==> config.mk <==
export PLATFORM = sky130hd
export DESIGN_NAME = pareto_front_filter_top
export DESIGN_NICKNAME = d
export VERILOG_FILES = /design/src/rtl/core/pff_pkg.sv /design/src/rtl/core/pff_ram.sv /design/src/rtl/core/pff_dom.sv /design/src/rtl/core/pareto_front_filter_top.sv
export SDC_FILE = /design/constraint.sdc
export NUM_CORES = 2
export LEC_CHECK = 0
export BUFFER_PORTS_ARGS = -buffer_cell sky130_fd_sc_hd__buf_2
export CORE_ASPECT_RATIO = 1.5
export CORE_UTILIZATION = 45
export CTS_CLUSTER_DIAMETER = 30
export DETAILED_ROUTE_END_ITERATION = 8
export SLEW_MARGIN = 20
export SYNTH_ARGS = -nofsm -noshare
export SYNTH_HDL_FRONTEND = slang
export SYNTH_SLANG_ARGS = --single-unit
==> constraint.sdc <==
create_clock -name clk -period 9 [get_ports clk]
set_input_delay 1.8 -clock clk [delete_from_list [all_inputs] [get_ports clk]]
set_output_delay 1.8 -clock clk [all_outputs]
set_load 0.02 [all_outputs]
==> src/rtl/core/pff_pkg.sv <==
// Shared package of the Pareto front filter: commands, result kinds,
// default sizes and the dominance verdict type. No dependencies.
`default_nettype none
package pff_pkg;

    localparam int CAPACITY_DEF       = 32;
    localparam int MAX_OBJECTIVES_DEF = 4;
    localparam int OBJ_WIDTH_DEF      = 16;

    localparam int ID_W   = 16;
    localparam int VIOL_W = 16;
    localparam int NOBJ_W = 3;

    localparam logic [NOBJ_W-1:0] NOBJ_RESET = 3'd2;

    localparam logic [1:0] CMD_SUBMIT = 2'd0;
    localparam logic [1:0] CMD_CLEAR  = 2'd1;
    localparam logic [1:0] CMD_DRAIN  = 2'd2;
    localparam logic [1:0] CMD_UNUSED = 2'd3;

    localparam logic [2:0] KIND_EVICT  = 3'd0;
    localparam logic [2:0] KIND_ACCEPT = 3'd1;
    localparam logic [2:0] KIND_REJECT = 3'd2;
    localparam logic [2:0] KIND_FULL   = 3'd3;
    localparam logic [2:0] KIND_DRAIN  = 3'd4;
    localparam logic [2:0] KIND_CLEAR  = 3'd5;
    localparam logic [2:0] KIND_EMPTY  = 3'd6;

    // Verdict of the comparator: the candidate wins, or the stored entry wins.
    typedef struct packed {
        logic cand_wins;
        logic entry_wins;
    } dom_t;

endpackage
`default_nettype wire

==> src/rtl/core/pff_ram.sv <==
// Generic single-write, single-read RAM with registered read data.
// No dependencies.
`default_nettype none
module pff_ram #(
    parameter int WIDTH = 16,
    parameter int DEPTH = 32,
    parameter int AW    = $clog2(DEPTH)
) (
    input  wire logic             clk,
    input  wire logic             we,
    input  wire logic [AW-1:0]    waddr,
    input  wire logic [WIDTH-1:0] wdata,
    input  wire logic [AW-1:0]    raddr,
    output logic      [WIDTH-1:0] rdata
);

    logic [WIDTH-1:0] mem [DEPTH];

    always_ff @(posedge clk)
    begin
        if (we)
        begin
            mem[waddr] <= wdata;
        end
        rdata <= mem[raddr];
    end

endmodule
`default_nettype wire

==> src/rtl/core/pff_dom.sv <==
// Constrained dominance comparator between the candidate and one stored entry.
// Depends on pff_pkg.
`default_nettype none
module pff_dom #(
    parameter int MAX_OBJECTIVES = pff_pkg::MAX_OBJECTIVES_DEF,
    parameter int OBJ_WIDTH      = pff_pkg::OBJ_WIDTH_DEF
) (
    input  wire logic [MAX_OBJECTIVES*OBJ_WIDTH-1:0] cand_obj,
    input  wire logic [pff_pkg::VIOL_W-1:0]          cand_viol,
    input  wire logic [MAX_OBJECTIVES*OBJ_WIDTH-1:0] entry_obj,
    input  wire logic [pff_pkg::VIOL_W-1:0]          entry_viol,
    input  wire logic [pff_pkg::NOBJ_W-1:0]          num_obj,
    output pff_pkg::dom_t                            verdict
);

    logic [pff_pkg::NOBJ_W-1:0] n_eff;
    logic better;
    logic worse;
    logic cand_inf;
    logic entry_inf;

    always_comb
    begin
        if (num_obj == '0)
        begin
            n_eff = pff_pkg::NOBJ_W'(1);
        end
        else if (num_obj > pff_pkg::NOBJ_W'(MAX_OBJECTIVES))
        begin
            n_eff = pff_pkg::NOBJ_W'(MAX_OBJECTIVES);
        end
        else
        begin
            n_eff = num_obj;
        end
    end

    always_comb
    begin
        better = 1'b0;
        worse  = 1'b0;
        for (int i = 0; i < MAX_OBJECTIVES; i++)
        begin
            if (i < int'(n_eff))
            begin
                if ($signed(cand_obj[i*OBJ_WIDTH +: OBJ_WIDTH]) <
                    $signed(entry_obj[i*OBJ_WIDTH +: OBJ_WIDTH]))
                begin
                    better = 1'b1;
                end
                else if ($signed(cand_obj[i*OBJ_WIDTH +: OBJ_WIDTH]) >
                         $signed(entry_obj[i*OBJ_WIDTH +: OBJ_WIDTH]))
                begin
                    worse = 1'b1;
                end
            end
        end
    end

    assign cand_inf  = cand_viol[pff_pkg::VIOL_W-1];
    assign entry_inf = entry_viol[pff_pkg::VIOL_W-1];

    always_comb
    begin
        priority if (cand_inf && entry_inf)
        begin
            verdict.cand_wins  = $signed(cand_viol) > $signed(entry_viol);
            verdict.entry_wins = $signed(cand_viol) < $signed(entry_viol);
        end
        else if (cand_inf)
        begin
            verdict.cand_wins  = 1'b0;
            verdict.entry_wins = 1'b1;
        end
        else if (entry_inf)
        begin
            verdict.cand_wins  = 1'b1;
            verdict.entry_wins = 1'b0;
        end
        else
        begin
            verdict.cand_wins  = better && !worse;
            verdict.entry_wins = worse && !better;
        end
    end

endmodule
`default_nettype wire

==> src/rtl/core/pareto_front_filter_top.sv <==
// Top level of the Pareto front filter: sequencer, entry store and result register.
// Depends on pff_pkg, pff_ram and pff_dom.
//
// A submitted item walks the stored entries once, each with a store read and
// then a compare in the shared dominance unit, and ends with its verdict. The
// walk compacts the store in place: kept entries are rewritten at the write
// pointer, which never passes the read pointer, so evictions need no separate
// shift. A drain returns each stored id in turn; a clear or an empty drain
// gives a single result. Each result waits in one output register; the walk
// pauses while that register is full and stalled. in_stall is high from
// acceptance until the last result is loaded.
`default_nettype none
module pareto_front_filter_top #(
    parameter int CAPACITY       = pff_pkg::CAPACITY_DEF,
    parameter int MAX_OBJECTIVES = pff_pkg::MAX_OBJECTIVES_DEF,
    parameter int OBJ_WIDTH      = pff_pkg::OBJ_WIDTH_DEF
) (
    input  wire logic        clk,
    input  wire logic        rst_n,
    input  wire logic        cfg_we,
    input  wire logic [2:0]  cfg_wdata,
    input  wire logic        in_valid,
    output logic             in_stall,
    input  wire logic [1:0]  cmd,
    input  wire logic [15:0] candidate_id,
    input  wire logic [15:0] obj_0,
    input  wire logic [15:0] obj_1,
    input  wire logic [15:0] obj_2,
    input  wire logic [15:0] obj_3,
    input  wire logic [15:0] violation,
    output logic             out_valid,
    input  wire logic        out_stall,
    output logic [2:0]       kind,
    output logic [15:0]      entry_id,
    output logic             last
);

    localparam int AW   = $clog2(CAPACITY);
    localparam int CW   = $clog2(CAPACITY + 1);
    localparam int OW   = MAX_OBJECTIVES * OBJ_WIDTH;
    localparam int EW   = pff_pkg::ID_W + OW + pff_pkg::VIOL_W;
    localparam int OBJ0 = pff_pkg::ID_W;
    localparam int VIO0 = pff_pkg::ID_W + OW;

    typedef enum logic [2:0] {
        ST_IDLE,
        ST_ONE,
        ST_READ,
        ST_CMP,
        ST_VERDICT
    } state_t;

    state_t state_reg, state_next;
    logic [CW-1:0] count_reg, count_next;
    logic [CW-1:0] rd_reg, rd_next;
    logic [CW-1:0] wr_reg, wr_next;
    logic drain_reg, drain_next;
    logic dominated_reg, dominated_next;
    logic [2:0] one_kind_reg, one_kind_next;
    logic [pff_pkg::NOBJ_W-1:0] nobj_reg;
    logic [EW-1:0] cand_reg, cand_next;
    logic out_valid_reg, out_valid_next;
    logic [2:0] kind_reg, kind_next;
    logic [15:0] id_reg, id_next;
    logic last_reg, last_next;

    logic [15:0] in_obj [4];
    logic [OW-1:0] in_obj_packed;
    logic out_free;
    logic ram_we;
    logic [AW-1:0] ram_waddr;
    logic [EW-1:0] ram_wdata;
    logic [EW-1:0] ram_rdata;
    pff_pkg::dom_t verdict;

    assign in_obj[0] = obj_0;
    assign in_obj[1] = obj_1;
    assign in_obj[2] = obj_2;
    assign in_obj[3] = obj_3;

    always_comb
    begin
        for (int i = 0; i < MAX_OBJECTIVES; i++)
        begin
            in_obj_packed[i*OBJ_WIDTH +: OBJ_WIDTH] = in_obj[i][OBJ_WIDTH-1:0];
        end
    end

    pff_ram #(
        .WIDTH (EW),
        .DEPTH (CAPACITY)
    ) u_store (
        .clk   (clk),
        .we    (ram_we),
        .waddr (ram_waddr),
        .wdata (ram_wdata),
        .raddr (rd_reg[AW-1:0]),
        .rdata (ram_rdata)
    );

    pff_dom #(
        .MAX_OBJECTIVES (MAX_OBJECTIVES),
        .OBJ_WIDTH      (OBJ_WIDTH)
    ) u_dom (
        .cand_obj   (cand_reg[OBJ0 +: OW]),
        .cand_viol  (cand_reg[VIO0 +: pff_pkg::VIOL_W]),
        .entry_obj  (ram_rdata[OBJ0 +: OW]),
        .entry_viol (ram_rdata[VIO0 +: pff_pkg::VIOL_W]),
        .num_obj    (nobj_reg),
        .verdict    (verdict)
    );

    assign out_free = !out_valid_reg || !out_stall;

    always_comb
    begin
        state_next     = state_reg;
        count_next     = count_reg;
        rd_next        = rd_reg;
        wr_next        = wr_reg;
        drain_next     = drain_reg;
        dominated_next = dominated_reg;
        one_kind_next  = one_kind_reg;
        cand_next      = cand_reg;
        out_valid_next = out_valid_reg && out_stall;
        kind_next      = kind_reg;
        id_next        = id_reg;
        last_next      = last_reg;
        ram_we         = 1'b0;
        ram_waddr      = wr_reg[AW-1:0];
        ram_wdata      = ram_rdata;

        unique case (state_reg)
            ST_IDLE:
            begin
                if (in_valid)
                begin
                    cand_next      = {violation, in_obj_packed, candidate_id};
                    rd_next        = '0;
                    wr_next        = '0;
                    dominated_next = 1'b0;
                    priority if (cmd == pff_pkg::CMD_SUBMIT)
                    begin
                        drain_next = 1'b0;
                        state_next = ST_READ;
                    end
                    else if (cmd == pff_pkg::CMD_CLEAR)
                    begin
                        one_kind_next = pff_pkg::KIND_CLEAR;
                        state_next    = ST_ONE;
                    end
                    else if (cmd == pff_pkg::CMD_DRAIN)
                    begin
                        drain_next = 1'b1;
                        if (count_reg == '0)
                        begin
                            one_kind_next = pff_pkg::KIND_EMPTY;
                            state_next    = ST_ONE;
                        end
                        else
                        begin
                            state_next = ST_READ;
                        end
                    end
                    else
                    begin
                        state_next = ST_IDLE;
                    end
                end
            end
            ST_ONE:
            begin
                if (out_free)
                begin
                    out_valid_next = 1'b1;
                    kind_next      = one_kind_reg;
                    id_next        = '0;
                    last_next      = 1'b1;
                    if (one_kind_reg == pff_pkg::KIND_CLEAR)
                    begin
                        count_next = '0;
                    end
                    state_next = ST_IDLE;
                end
            end
            ST_READ:
            begin
                // The store is read at rd_reg here; the registered data is used in ST_CMP.
                if (rd_reg == count_reg)
                begin
                    state_next = ST_VERDICT;
                end
                else
                begin
                    state_next = ST_CMP;
                end
            end
            ST_CMP:
            begin
                if (drain_reg)
                begin
                    if (out_free)
                    begin
                        out_valid_next = 1'b1;
                        kind_next      = pff_pkg::KIND_DRAIN;
                        id_next        = ram_rdata[pff_pkg::ID_W-1:0];
                        last_next      = (rd_reg == count_reg - CW'(1));
                        rd_next        = rd_reg + CW'(1);
                        state_next     = (rd_reg == count_reg - CW'(1)) ? ST_IDLE : ST_READ;
                    end
                end
                else if (!dominated_reg && verdict.cand_wins)
                begin
                    if (out_free)
                    begin
                        out_valid_next = 1'b1;
                        kind_next      = pff_pkg::KIND_EVICT;
                        id_next        = ram_rdata[pff_pkg::ID_W-1:0];
                        last_next      = 1'b0;
                        rd_next        = rd_reg + CW'(1);
                        state_next     = ST_READ;
                    end
                end
                else
                begin
                    // Kept entry, or the rest of the store after the candidate lost.
                    ram_we  = 1'b1;
                    wr_next = wr_reg + CW'(1);
                    rd_next = rd_reg + CW'(1);
                    if (verdict.entry_wins)
                    begin
                        dominated_next = 1'b1;
                    end
                    state_next = ST_READ;
                end
            end
            ST_VERDICT:
            begin
                if (out_free)
                begin
                    out_valid_next = 1'b1;
                    id_next        = cand_reg[pff_pkg::ID_W-1:0];
                    last_next      = 1'b1;
                    count_next     = wr_reg;
                    priority if (dominated_reg)
                    begin
                        kind_next = pff_pkg::KIND_REJECT;
                    end
                    else if (wr_reg == CW'(CAPACITY))
                    begin
                        kind_next = pff_pkg::KIND_FULL;
                    end
                    else
                    begin
                        kind_next  = pff_pkg::KIND_ACCEPT;
                        ram_we     = 1'b1;
                        ram_wdata  = cand_reg;
                        count_next = wr_reg + CW'(1);
                    end
                    state_next = ST_IDLE;
                end
            end
            default:
            begin
                state_next = ST_IDLE;
            end
        endcase
    end

    always_ff @(posedge clk or negedge rst_n)
    begin
        if (!rst_n)
        begin
            state_reg     <= ST_IDLE;
            count_reg     <= '0;
            rd_reg        <= '0;
            wr_reg        <= '0;
            drain_reg     <= 1'b0;
            dominated_reg <= 1'b0;
            one_kind_reg  <= pff_pkg::KIND_CLEAR;
            nobj_reg      <= pff_pkg::NOBJ_RESET;
            out_valid_reg <= 1'b0;
        end
        else
        begin
            state_reg     <= state_next;
            count_reg     <= count_next;
            rd_reg        <= rd_next;
            wr_reg        <= wr_next;
            drain_reg     <= drain_next;
            dominated_reg <= dominated_next;
            one_kind_reg  <= one_kind_next;
            out_valid_reg <= out_valid_next;
            if (cfg_we)
            begin
                nobj_reg <= cfg_wdata;
            end
        end
    end

    always_ff @(posedge clk)
    begin
        cand_reg <= cand_next;
        kind_reg <= kind_next;
        id_reg   <= id_next;
        last_reg <= last_next;
    end

    assign in_stall  = (state_reg != ST_IDLE);
    assign out_valid = out_valid_reg;
    assign kind      = kind_reg;
    assign entry_id  = id_reg;
    assign last      = last_reg;

endmodule
`default_nettype wire

== Word level (Yosys, flattened, before mapping) ==
Memories as Yosys holds them, arrays and structs flattened. A register that Yosys moved wholly into a read port is not among the register bits.
Index checks and enable logic that the tools add are counted.

* Output and inout bits: 22
* Memories kept: 1
* Bits in registers: 146
* Input bits: 106
* Memory bits (writable): 3072

{| class="wikitable"
|+ Memories
! name !! words !! bits a word !! rd ports !! clocked after memory_dff !! write ports !! line !! RTL
|-
| u_store.mem || 32 || 96 || 1 || 1 || 1 || pff_ram.sv:17 || <nowiki>logic [WIDTH-1:0] mem [DEPTH];</nowiki>
|}

* Mux-type cells: 99
* Add/subtract/negate cells: 3
* Bitwise logic cells: 1
* $lt $le $gt $ge: 15
* Equality and inequality tests: 23
* Reductions and logical operators: 35

{| class="wikitable"
|+ Operators with widths
! operator !! count
|-
| 96-bit 2-to-1 mux || 4
|-
| 16-bit greater-than comparator || 5
|-
| 16-bit less-than comparator || 5
|-
| 16-bit 2-to-1 mux || 5
|-
| 6-bit 2-to-1 mux || 11
|-
| 3-bit 2-to-1 mux || 20
|-
| 16-bit one-hot mux with 3 select lines || 1
|-
| 1-bit 2-to-1 mux || 42
|-
| 6-bit one-hot mux with 2 select lines || 3
|-
| 4-bit AND reduction || 6
|-
| 2-bit != test, second input constant || 8
|-
| 5-bit AND reduction || 3
|-
| 2-bit 2-to-1 mux || 7
|-
| 6-bit by 1-bit adder with 6-bit output, second input constant || 2
|-
| 6-bit equality test || 2
|-
| 3-bit one-hot mux with 4 select lines || 1
|-
| 2-bit nonzero test || 6
|-
| 3-bit != test, second input constant || 3
|-
| 3-bit one-hot mux with 3 select lines || 1
|-
| 1-bit one-hot mux with 2 select lines || 4
|-
| 3-bit by 2-bit equality test with 1-bit output, second input constant || 2
|-
| 3-bit equality test, second input constant || 2
|-
| 6-bit equality test, second input constant || 1
|-
| 3-bit zero test || 2
|-
| other kinds (17) || 30
|}

== Logic depth before layout (Yosys ltp) ==
* Depth in word-level cells: 25
* Depth in mapped cells: 13
* Depth with buffers taken out: 12

== By module ==
From an unflattened synthesis, not the netlist that was laid out.

* Cells, all modules: 6357
* Area, all modules: 127517.3 sq um

{| class="wikitable"
|+ By module, submodules not included
! module !! cells each !! seq. area each (sq um) !! area an instance (sq um) !! times used
|-
| pff_ram || 5604 || 94170.3 || 118492.4 || 1
|-
| pareto_front_filter_top || 438 || 4211.5 || 6757.7 || 1
|-
| pff_dom || 315 || 0.0 || 2267.2 || 1
|}

== Worst setup path before layout ==
No wires, ideal clock.

* Kind: input to register
* Start point: in out_stall
* End point: mem u_store.mem[13][0] (netlist bit) (enable)
* Required time: 8.448 ns
* Library setup time: 0.552 ns
* Slack: 1.442 ns
* Stages: 6
* Arrival time: 7.006 ns
* Path buffers: 1
* Cell sequence: nand2_1 > nand2_1 > nor3_1 > clkbuf_1 > o21ai_4 > nor2_1

* Cells in the longest elaborated chain, start to end: 6

{| class="wikitable"
|+ Ends and longest elaborated chain
! item !! line !! RTL
|-
| start: declaration || pareto_front_filter_top.sv:32 || <nowiki>input wire logic out_stall,</nowiki>
|-
| 1-bit zero test || pareto_front_filter_top.sv:113 || <nowiki>assign out_free = !out_valid_reg || !out_stall;</nowiki>
|-
| 1-bit logical OR || pareto_front_filter_top.sv:113 ||
|-
| 1-bit 2-to-1 mux || pareto_front_filter_top.sv:239 || <nowiki>if (out_free)</nowiki>
|-
| 1-bit one-hot mux with 2 select lines || pareto_front_filter_top.sv:133 || <nowiki>unique case (state_reg)</nowiki>
|-
| 1-bit 2-to-1 mux || pff_ram.sv:21 || <nowiki>if (we)</nowiki>
|-
| 1-bit 2-to-1 mux (implied by the code) || pff_ram.sv:23 || <nowiki>mem[waddr] <= wdata;</nowiki>
|-
| end: declaration || pff_ram.sv:17 ||
|}

No other way between the ends.

== Final worst setup path ==
* Start point: reg cand_reg[79]
* End point: mem u_store.mem[4][5] (netlist bit) (enable)

* Cells in the longest elaborated chain, start to end: 15
* Elaborated cells between the ends (all ways): 18
* Those cells by class: order compare (2); mux (13); reduce/logical (3)

{| class="wikitable"
|+ Ends and longest elaborated chain
! item !! line !! RTL
|-
| start: declaration || pareto_front_filter_top.sv:61 || <nowiki>logic [EW-1:0] cand_reg, cand_next;</nowiki>
|-
| start signal: assignment || pareto_front_filter_top.sv:303 || <nowiki>cand_reg <= cand_next;</nowiki>
|-
| 16-bit greater-than comparator || pff_dom.sv:51 || <nowiki>else if ($signed(cand_obj[i*OBJ_WIDTH +: OBJ_WIDTH]) ></nowiki>
|-
| 1-bit 2-to-1 mux || pff_dom.sv:51 ||
|-
| 1-bit 2-to-1 mux || pff_dom.sv:46 || <nowiki>if ($signed(cand_obj[i*OBJ_WIDTH +: OBJ_WIDTH]) <</nowiki>
|-
| 1-bit 2-to-1 mux || pff_dom.sv:44 || <nowiki>if (i < int'(n_eff))</nowiki>
|-
| 1-bit zero test || pff_dom.sv:82 || <nowiki>verdict.cand_wins = better && !worse;</nowiki>
|-
| 1-bit logical AND * || pff_dom.sv:82 ||
|-
| 2-bit 2-to-1 mux * || pff_dom.sv:75 || <nowiki>else if (entry_inf)</nowiki>
|-
| 2-bit 2-to-1 mux * || pff_dom.sv:70 || <nowiki>else if (cand_inf)</nowiki>
|-
| 2-bit 2-to-1 mux * || pff_dom.sv:65 || <nowiki>priority if (cand_inf && entry_inf)</nowiki>
|-
| 1-bit logical AND * || pareto_front_filter_top.sv:212 || <nowiki>else if (!dominated_reg && verdict.cand_wins)</nowiki>
|-
| 1-bit 2-to-1 mux * || pareto_front_filter_top.sv:212 ||
|-
| 1-bit 2-to-1 mux * || pareto_front_filter_top.sv:200 || <nowiki>if (drain_reg)</nowiki>
|-
| 1-bit one-hot mux with 2 select lines * || pareto_front_filter_top.sv:133 ||
|-
| 1-bit 2-to-1 mux * || pff_ram.sv:21 ||
|-
| 1-bit 2-to-1 mux (implied by the code) * || pff_ram.sv:23 ||
|}

Every way passes the cells marked *; elsewhere a longest branch is shown, timed or not.

==> results.md <==
* Synth Register Bits at 3313
* Fin. Hold Viols at 0
* CP top delay family: simple AND/OR/NAND/NOR gates
* CTS tree: done
* Crit path arrival time at roughly 6.7 ns
* Worst Skew at 0.0731 ns
* Buffer and inverter count on the worst path at 1
* CP max stage delay at between 0.9 and 1 ns
* Seq/Total Area, Yosys at between 70% and 80%
* Worst-margin pin slew at 1.19 ns
* Cell-internal power at around 35 mW
* Total Wirelength at approximately 360000 um
* Total core area at around 280000 sq um
* Die W at between 400 and 500 um
* Starting Density at between 40 and 50%
* Unrepaired setup endpoints after global routing: no
* Clock Latency Late Sink at approximately 0.94 ns
* Final ANT Viol Nets at 0
* Total setup buffers inserted after CTS at 0
* Worst Hold Class: reg2reg
* Dominant synthesized flop cell: edfxtp_1
* Largest net degree at the start of global routing at around 110
* Final worst slack at between 2 and 3 ns
* Cell area power density at between 300 and 400 nW/um^2
* Vias in the first global route at about 66000
* Vias/cell at slightly above 6
* Number of synthesized flops with an enable pin at approximately 3200
* CTS Buf Count at between 400 and 500
* Initial antenna violation count at 31
* Hold WS at roughly 0.54 ns
* Cells after synthesis at 5929
* Layout filler cell count at between 20000 and 25000
* Row count at 238
* Pleak at between 40 and 50 nW
* Seq. cell area at between 90000 and 100000 sq um
* Logic pwr share at roughly 20%
* CP Launch Type: register
* Synth-to-layout area growth at 17.9%
* Crit path max fanout at 30
* Post-DP HPWL at ~200000 um
* Sequential share of power at between 40% and 50%
* Slew Viols, Final at 0
* Maxcap violations at 0
* Number of top-level pins at 128
* Clk root buf: clkbuf_16
* IO Port Bufs at ~130
* Clk sink count at about 3300
* Worst path cell trace: ha_1 -> nand4_1 -> nor2_1 -> a221o_1 -> nor3_2 -> xor2_1 -> nand3_1 -> a31oi_4 -> o21a_1 -> o21ai_4 -> nor2_4 -> buf_4
* Psw at 13.8 mW
* Crit-path slowest cell: nor2_4
* Die height at 653 um
* TritonRoute pass-1 iters at 6
* GRT Util Overall at 25.1%
* First-pass GRT wire length at approximately 500000 um
* Period utilization at around two thirds
* Clk buf depth at 4
* Synthesized net count at between 6000 and 7000
* Required time of the critical path at 9.50 ns
* Hold Buf Count CTS at 0
* Synthesized cell area at roughly 130000 sq um
* Status: finished, final reports clean
* Post-layout minimum cycle time at 6.15 ns
* Worst Setup End Kind: register
* Vias at 64200
* Clock transition at path regs at ~0.060 ns
* Setup Viol. Count Final at 0
* Drt wl/cell at 34.0 um
* Yosys warnings at 0
* Clock network fraction of total power at 38.3%
* Synth Area per Inst at between 20 and 25 sq um
* Starting DRC count in detailed routing at around 7200
* Footprint of the multi-input gates at 27700 sq um
* Largest register FFs at 3072
* DRC viols at 0
* Fmax at around 160 MHz
* Grt ovf at 0
* Die area at about 280000 sq um
* H-tree Lvls at 5
* Ys async rst share at less than 1%
* Nets at around 6600
* Gpl congestion at 0.817
* Slew HR at between 20% and 30%
* Worst-case vdd ir drop at 0.245 mV
* Setup WS pre-CTS at between 2 and 3 ns
* Sw frac at roughly 28%
* Yosys cell types at 71
* Setup Total Neg Slack at 0 ns
* Worst Path Class, Setup: reg2reg
* Post-CTS sizing at 0
* Layout cells sized above 1 at 29.4%
Yosys cell counts, types with 4 or more instances:
cell         n  area share, %
a211oi_1    36           0.21
nand4_1     17          0.084
o21ai_1      5          0.020
o221ai_1   160            1.1
a21oi_1     63           0.25
nor4_1       5          0.025
buf_2       52           0.20
clkbuf_1   176           0.52
mux2_2      31           0.27
o21a_1       4          0.024
nor2_1      98           0.29
dfrtp_1     27           0.53
xnor2_1      9          0.062
mux2i_1    255            2.0
ha_1        91           0.90
or4_1        4          0.024
a22o_1      16           0.11
dfxtp_1     96            1.5
xor2_1       8          0.055
inv_1       93           0.27
nor3b_1      4          0.024
a31oi_1      4          0.020
o21ai_0    185           0.73
o211ai_1     7          0.041
nor3_1       8          0.032
mux4_2     749             13
nand3b_1     6          0.035
o21ai_4      4          0.051
or3_1        7          0.034
a21o_1       8          0.047
nand3_1     34           0.13
nor2b_1     11          0.054
nand2_1    294           0.87
o22ai_1     52           0.26
edfxtp_1  3188             75
buf_1       73           0.22
layout by cell type, fill, tap and decap left out, types with 13 or more instances in the layout:
cell type   count
a211oi_1       30
a21oi_1        62
a22o_1         16
buf_12         31
buf_2         127
buf_4         159
bufinv_16      60
clkbuf_1       35
clkbuf_16     478
clkbuf_8       21
clkinv_1       41
clkinv_2       62
clkinv_4       48
clkinvlp_4     62
dfrtp_1        22
dfxtp_1        96
diode_2        16
edfxtp_1     3188
ha_1           91
inv_1          92
inv_6          48
inv_8          13
mux2_2         31
mux2i_1       255
mux4_2        749
nand2_1       290
nand3_1        34
nand4_1        17
nor2_1         65
nor2_4         32
o21ai_0       108
o21ai_1        45
o21ai_2        18
o21ai_4        25
o221ai_1      160
o22ai_1        52
kinds of logic (layout without fill, tap and decap cells):
group,after synthesis,after routing,share of synthesized area [%]
flops,3313,3313,77.4
mux,1036,1036,15.6
compound gates,568,568,3.05
simple gates,506,506,1.72
buf+inv,398,1284,1.24
fa+ha+maj,91,91,0.896
xor+xnor,17,17,0.117
other cells,0,16,0
layer usage:
layer | global-route usage, % | share of wire (%) | vias up
met4 | 7.93 | 3.2 | 14
met5 | 0 | 0.028 | -
met3 | 4.09 | 7.3 | 543
met1 | 33.3 | 39 | 34700
met2 | 42.4 | 50 | 2922
li1 | - | - | 26000
final timing paths:
path / start / to / slack [ns] / depth (start not counted)
hold reg to reg: nobj_reg[0] / nobj_reg[0] / 0.54 / 1
setup reg to reg: cand_reg[79] / u_store.mem[4][5] / 2.85 / 12
hold / removal: nobj_reg[0] / nobj_reg[0] / 0.54 / 1
max in group asynchronous: rst_n / rd_reg[4] / 7.45 / 1
min in group asynchronous: rst_n / rd_reg[2] / 0.95 / 1
setup / recovery: cand_reg[79] / u_store.mem[4][5] / 2.85 / 12
per-stage QoR:
stage          area [sq um]  utilization [%]  total power [mW]  instances
4_1_cts              150000             53.4              49.0      10500
6_report             150000             53.4              48.7      10600
3_5_place_dp         134000             47.6              30.4       9662
2_1_floorplan        127000                -              26.5       5929
3_3_place_gp         134000             47.6              30.2       9662
5_1_grt              150000             53.4              50.2      10500
final cells by class:
class                      count  area share (%)
multi-input combinational   2218            18.5
clock inverter               338            2.55
antenna                       16          0.0267
sequential                  3313            65.7
tap                         3720            3.11
clock buffer                 534            8.26
timing repair buffer         317            1.63
inverter                      95           0.246
power by group through the flow:
stage	logic, mW	registers (mW)	clock network, mW
6_report	9.89	20.2	18.7
5_1_grt	10.5	20.2	19.5
4_1_cts	9.96	20.2	18.9
3_5_place_dp	9.94	20.5	0
3_3_place_gp	9.75	20.5	0
2_1_floorplan	6.07	20.4	0
No activity file was read; power rests on OpenSTA's default activity.
